==> src/rtl/rbs_pkg.sv <==
package rbs_pkg;

    // Unit direction components carry this many fraction bits (Q1.30)
    localparam int DIR_FRAC = 30;

    // Root unit: one result bit per stage for a 64-bit radicand
    localparam int SQRT_STEPS = 32;

    // Slab distance clamp, also the starting exit distance
    localparam logic signed [63:0] T_INF = 64'sh4000_0000_0000_0000;

    // Entry distance clamp used for the hit point product
    localparam logic [33:0] ENTRY_CAP = 34'h3_FFFF_FFFF;

    // Largest reportable entry distance
    localparam logic [30:0] DIST_MAX = 31'h7FFF_FFFF;

    // Parallel threshold after reset
    localparam logic [30:0] EPS_RESET = 31'd1074;

    // Per-axis ray data carried through the front end
    typedef struct packed {
        logic [2:0][31:0] org;
        logic [2:0][31:0] lo;
        logic [30:0]      edge_len;
        logic [2:0]       dn;
    } t_front;

    // What one lane hands to the merge stage
    typedef struct packed {
        logic               valid;
        logic               zero;
        logic               par;
        logic               pmiss;
        logic               dn;
        logic [30:0]        dm;
        logic [31:0]        org;
        logic signed [63:0] t_near;
        logic signed [63:0] t_far;
    } t_lane_res;

endpackage

==> src/rtl/rbs_sqrt.sv <==
module rbs_sqrt import rbs_pkg::*; #(
    parameter int SIDE_W = 1
) (
    input  logic              i_clk,
    input  logic              i_rst_n,
    input  logic              i_en,
    input  logic              i_valid,
    input  logic [63:0]       i_n,
    input  logic [SIDE_W-1:0] i_side,
    output logic              o_valid,
    output logic [31:0]       o_root,
    output logic [SIDE_W-1:0] o_side
);

    // Digit-by-digit integer root, one result bit per stage
    logic              r_v    [SQRT_STEPS];
    logic [63:0]       r_n    [SQRT_STEPS];
    logic [63:0]       r_r    [SQRT_STEPS];
    logic [SIDE_W-1:0] r_side [SQRT_STEPS];

    genvar s;
    generate
        for (s = 0; s < SQRT_STEPS; s++) begin : g_stage
            localparam logic [63:0] BIT = 64'd1 << (62 - 2 * s);
            logic              v_in;
            logic [63:0]       n_in;
            logic [63:0]       r_in;
            logic [SIDE_W-1:0] side_in;
            logic [63:0]       rb;
            logic              ge;

            if (s == 0) begin : g_first
                assign v_in    = i_valid;
                assign n_in    = i_n;
                assign r_in    = '0;
                assign side_in = i_side;
            end else begin : g_next
                assign v_in    = r_v[s-1];
                assign n_in    = r_n[s-1];
                assign r_in    = r_r[s-1];
                assign side_in = r_side[s-1];
            end

            assign rb = r_in + BIT;
            assign ge = n_in >= rb;

            always_ff @(posedge i_clk) begin
                if (!i_rst_n) begin
                    r_v[s] <= 1'b0;
                end else if (i_en) begin
                    r_v[s] <= v_in;
                end
            end

            always_ff @(posedge i_clk) begin
                if (i_en) begin
                    r_n[s]    <= ge ? n_in - rb : n_in;
                    r_r[s]    <= ge ? (r_in >> 1) + BIT : r_in >> 1;
                    r_side[s] <= side_in;
                end
            end
        end
    endgenerate

    assign o_valid = r_v[SQRT_STEPS-1];
    assign o_root  = r_r[SQRT_STEPS-1][31:0];
    assign o_side  = r_side[SQRT_STEPS-1];

endmodule

==> config.mk <==
export PLATFORM = sky130hd
export DESIGN_NAME = rbs_sqrt
export DESIGN_NICKNAME = d
export VERILOG_FILES = /design/src/rtl/rbs_pkg.sv /design/src/rtl/rbs_sqrt.sv
export SDC_FILE = /design/constraint.sdc
export NUM_CORES = 2
export LEC_CHECK = 0
export ABC_CLOCK_PERIOD_IN_PS = 5450
export BUFFER_PORTS_ARGS = -buffer_cell sky130_fd_sc_hd__buf_2
export CAP_MARGIN = 10
export CORE_ASPECT_RATIO = 0.5
export CORE_MARGIN = 1
export CORE_UTILIZATION = 45
export DETAILED_ROUTE_END_ITERATION = 10
export PLACE_DENSITY_LB_ADDON = 0.25
export SLEW_MARGIN = 0
export SYNTH_ARGS = -nofsm -noshare
export SYNTH_HDL_FRONTEND = slang
export SYNTH_MEMORY_MAX_BITS = 65536
export SYNTH_SLANG_ARGS = --single-unit
==> constraint.sdc <==
create_clock -name i_clk -period 5.45 [get_ports i_clk]
set_input_delay 0.2725 -clock i_clk [delete_from_list [all_inputs] [get_ports i_clk]]
set_output_delay 0.2725 -clock i_clk [all_outputs]
set_load 0.005 [all_outputs]
* Word level (Yosys, flattened, before mapping)
Memories as Yosys holds them, arrays and structs flattened. Cells that the tools add are included.
Storage, ports and cells: register bits after elaboration 0, memory bits (writable) 4160, bits of input ports 69, output and inout bits 34, logic and storage cells 263, memories 4
Memory list:
- r_n | words 32, width 64, rd ports 31, clocked after memory_dff 0, write ports 32, line rbs_sqrt.sv:17 | logic [63:0] r_n [SQRT_STEPS];
- r_r | words 32, width 64, rd ports 32, clocked after memory_dff 0, write ports 32, line rbs_sqrt.sv:18 | logic [63:0] r_r [SQRT_STEPS];
- r_side | words 32, width 1, rd ports 32, clocked after memory_dff 0, write ports 32, line rbs_sqrt.sv:19 | logic [SIDE_W-1:0] r_side [SQRT_STEPS];
- r_v | words 32, width 1, rd ports 32, clocked after memory_dff 0, write ports 32, line rbs_sqrt.sv:16 | logic r_v [SQRT_STEPS];
Operators by class: $add $sub $neg 94, $lt $le $gt $ge 32, muxes and demuxes 101, bitwise logic cells 32
Operator list (number):
- 64-bit 2-to-1 mux | 63
- 64-bit >= comparator | 31
- 64-bit subtractor | 31
- 63-bit by 1-bit adder with 64-bit output (second input constant) | 1
- 63-bit by 11-bit adder with 64-bit output (second input constant) | 1
- 63-bit by 13-bit adder with 64-bit output (second input constant) | 1
- 63-bit by 15-bit adder with 64-bit output (second input constant) | 1
- 63-bit by 17-bit adder with 64-bit output (second input constant) | 1
- 63-bit by 19-bit adder with 64-bit output (second input constant) | 1
- 63-bit by 21-bit adder with 64-bit output (second input constant) | 1
- 63-bit by 23-bit adder with 64-bit output (second input constant) | 1
- 63-bit by 25-bit adder with 64-bit output (second input constant) | 1
- 63-bit by 27-bit adder with 64-bit output (second input constant) | 1
- 63-bit by 29-bit adder with 64-bit output (second input constant) | 1
- 63-bit by 3-bit adder with 64-bit output (second input constant) | 1
- 63-bit by 31-bit adder with 64-bit output (second input constant) | 1
- 63-bit by 33-bit adder with 64-bit output (second input constant) | 1
- 63-bit by 35-bit adder with 64-bit output (second input constant) | 1
- 63-bit by 37-bit adder with 64-bit output (second input constant) | 1
- 63-bit by 39-bit adder with 64-bit output (second input constant) | 1
- 63-bit by 41-bit adder with 64-bit output (second input constant) | 1
- 63-bit by 43-bit adder with 64-bit output (second input constant) | 1
- 63-bit by 45-bit adder with 64-bit output (second input constant) | 1
- 63-bit by 47-bit adder with 64-bit output (second input constant) | 1
- 46 further kinds | 113

* Longest topological paths before layout
word-level depth 4, depth in mapped cells 14, depth with buffers taken out 12

* Worst setup path before layout
No wires, ideal clock.
path kind flip-flop to flip-flop, from mem r_n[23][42], in the netlist r_n[1][490], to mem r_n[24][17], in the netlist r_n[1][529], data pin, setup time 0.262 ns, arrival 3.677 ns, required time 5.188 ns, slack 1.511 ns, stages on the path, launching flop included 11, path buffers 3, clock period less this slack 3.939 ns, cells stage by stage edfxtp_1 or4_4 or4_1 or3_1 buf_2 or4_4 or4_4 a211oi_2 buf_4 buf_6 mux2_1
RTL lines (line):
- start, declared | rbs_sqrt.sv:17

==> flow_summary.ini <==
[detailed_routing]
viasPerCell = 5.363
vias = 74770
routedWlPerCell_um = 17.89
remaining_drc_errors = 0
drt-initial-drc-count = 4624
drt_wl_total_mm = 249.4
first_pass_iters = 6
postRouteAntennaNets = 0

[setup_path]
r2r_cells = 11
reg2reg_from = r_n[1][611]$_DFFE_PP_
crit_arrival_ns = 5.55
path_class = flop to flop
cp_max_fo = 9
cp-start-kind = flop
required_ns = 6.03
crit_path_end_kind = flop
rrSetupSlack_ns = 0.48
r2r-end = r_n[1][692]$_DFFE_PP_

[floorplanning]
initial_core_util_pct = 45.34
core_um2 = 271300
num_rows = 135
die_w_um = 741.4
die_area_um2 = 275500
io_pins = 103
die_y_um = 371.7

[power]
power_density_nw_per_um2 = 403.4
vdd_ir_drop_max_mv = 0.3252
total_power_w = 0.05518
p_leak_nw = 50.65

[clock_tree]
post_cts_buffers = 0
clockBufferDepth = 4
path_clk_slew_ns = 0.07
cts-buffers-inserted = 235
cts_root_buffer = clkbuf_16
cts_num_sinks = 2576
worstSkewPairLatency_ns = 0.93
tritoncts = built
ctsResizeCount = 0
ctsHtreeMaxLevel = 4

[logic_synthesis]
syn_nets = 10420
seq_area_frac_synth_pct = 62.88
yosys_warnings = 0
ys.flop_type = edfxtp_1
synth_area_leaders = edfxtp_1 (63%), ha_1 (5.7%), xnor2_1 (3.5%), xor2_1 (2.8%), a21oi_1 (2.6%)
async_flop_share_pct = 0
yosysUniqueCellTypes = 85
synth_top_cell_by_area = edfxtp_1
netlist_area_um2 = 123000
ys_ff_latch = 2576
synth_top_area_share_pct = 62.87
postSynthCellCount = 9793
postSynthAreaPerCell_um2 = 12.56
synth_edf_count = 2575

[sta]
fin_hold_ws_ns = 0.09735
fin_tns_setup_ns = 0
drv_slew = 0
hold_viol = 0
fmaxAchievable_mhz = 201.2
rsz0062_at_grt = false
worst_slew_pin_slew_ns = 1.264
setup_viol = 0
finalWorstSetupSlack_ns = 0.4797
finalCriticalPeriod_ns = 4.970
relSlewSlack_pct = 14.54
fin_crit_sh_pct = 91.20
clock_skew_ns = 0.1053

[place]
place_ws_ns = 0.6137
dp.cells = 13410
port_buffers = 102
dp_hpwl_mm = 182.7
globalplace.congestion = 0.9321

[final_layout]
final_cell_mix = edfxtp_1 (2575), inv_1 (689), nand2_1 (664)
num-nets-final = 10750
layout_commonest_cell = edfxtp_1
drive_gt1_share_pct = 6.480
syn2layout_area_growth_pct = 11.21
nFillCells = 23120
layout.cells.non_filler = 13940

[global_route]
grt_overflow_total = 0
grtUsageTotal_pct = 17.75
grt_max_degree = 180
antenna_found_initial = 1
grt_pass1_vias = 76690
grt_pass1_wl_mm = 394.8

[min_path]
hp-class = primary input to flop
whs_path_depth = 2
hp-start = i_n[21]
min_to = r_n[0][21]$_DFFE_PP_

[job]
cap_violations = 0

[outcome]
status = completed
-- Yosys cell counts, drive strengths merged (37+ instances only) --
library cell / n
edfxtp: 2575
inv: 689
nand2: 664
nor2: 640
a21oi: 627
ha: 558
xnor2: 488
o21ai: 462
xor2: 396
nor4: 345
nor3: 260
a21o: 205
clkbuf: 181
nand4: 171
nand3: 157
or3: 106
nand2b: 97
o21a: 89
nor2b: 83
and3: 82
mux2: 70
or4: 65
a211oi: 62
o21bai: 60
o31ai: 57
nor4b: 45
o211ai: 40
nand3b: 38
or2: 38
a31oi: 37
-- metal layers --
metal  vias to the layer above  wire, µm  track usage, %
met4                         0     14260           9.576
met1                     35240     97100           18.72
met2                      1455    130200           34.26
met3                       652      7775           2.380
met5                         -         0               0
li1                      37420         -               -
-- logic make-up (layout without fill, tap and decap cells) --
kind of cell / after synthesis / after routing / synth area share [%]
compound gates: 1865 / 1865 / 9.369
xor+xnor: 884 / 884 / 6.295
fa+ha+maj: 558 / 558 / 5.676
buf+inv: 895 / 1411 / 2.757
flops: 2576 / 2576 / 62.88
mux: 81 / 81 / 0.7304
other cells: 0 / 2 / 0
simple gates: 2934 / 2934 / 12.29
-- sequential cells by signal, indices dropped and copies added (netlist names) --
name and count:
r_side 32, r_r 528, r_v 32, r_n 1984
-- worst max path at each step --
stage / from / end / slack (ns) / cells after the start
after floorplan: r_n[1][490]$_DFFE_PP_ / r_n[1][529]$_DFFE_PP_ / 1.51 / 10
after global placement: r_n[1][611]$_DFFE_PP_ / r_n[1][692]$_DFFE_PP_ / 0.65 / 11
after detailed placement: r_n[1][611]$_DFFE_PP_ / r_n[1][692]$_DFFE_PP_ / 0.61 / 11
after CTS: r_n[1][611]$_DFFE_PP_ / r_n[1][692]$_DFFE_PP_ / 0.55 / 11
after global routing: r_n[1][610]$_DFFE_PP_ / r_n[1][692]$_DFFE_PP_ / 0.58 / 11
final: r_n[1][611]$_DFFE_PP_ / r_n[1][692]$_DFFE_PP_ / 0.48 / 11
-- stage by stage --
step	util, %	cell area (µm²)
after floorplan	-	123000
after global placement	47.23	128100
after detailed placement	47.23	128100
after CTS	50.42	136800
after global routing	50.42	136800
final	50.42	136800
-- what timing repair did --
action	in CTS	in global routing
hold buffers	107	0
endpoints found under the hold margin	143	0
setup endpoints to repair	0	0
-- critical path, stage by stage, from the launching register on --
cell and delay, ns:
edfxtp_1 0.39, ha_1 0.47, nand4_1 0.23, or2_2 0.37, nor3_1 0.80, nand4_1 0.66, and3_1 0.44, and4_1 0.17
or2_2 0.34, inv_1 0.36, o2111ai_1 0.26, xnor2_1 0.18
-- report_power, final --
part           internal (W)  switching (W)
logic               0.00492        0.00692
clock network       0.00927        0.00725
registers            0.0251        0.00171
-- final cells by class --
class	count	area, µm²	share of cell area, %
timing repair buffer	299	2395	1.751
clock buffer	276	6077	4.443
inverter	690	2590	1.894
sequential	2576	77340	56.55
tap	3630	4542	3.321
antenna	2	5.005	0.003659
multi-input combinational	6322	42330	30.95
clock inverter	146	1493	1.091
(Power assumes the default switching activity.)
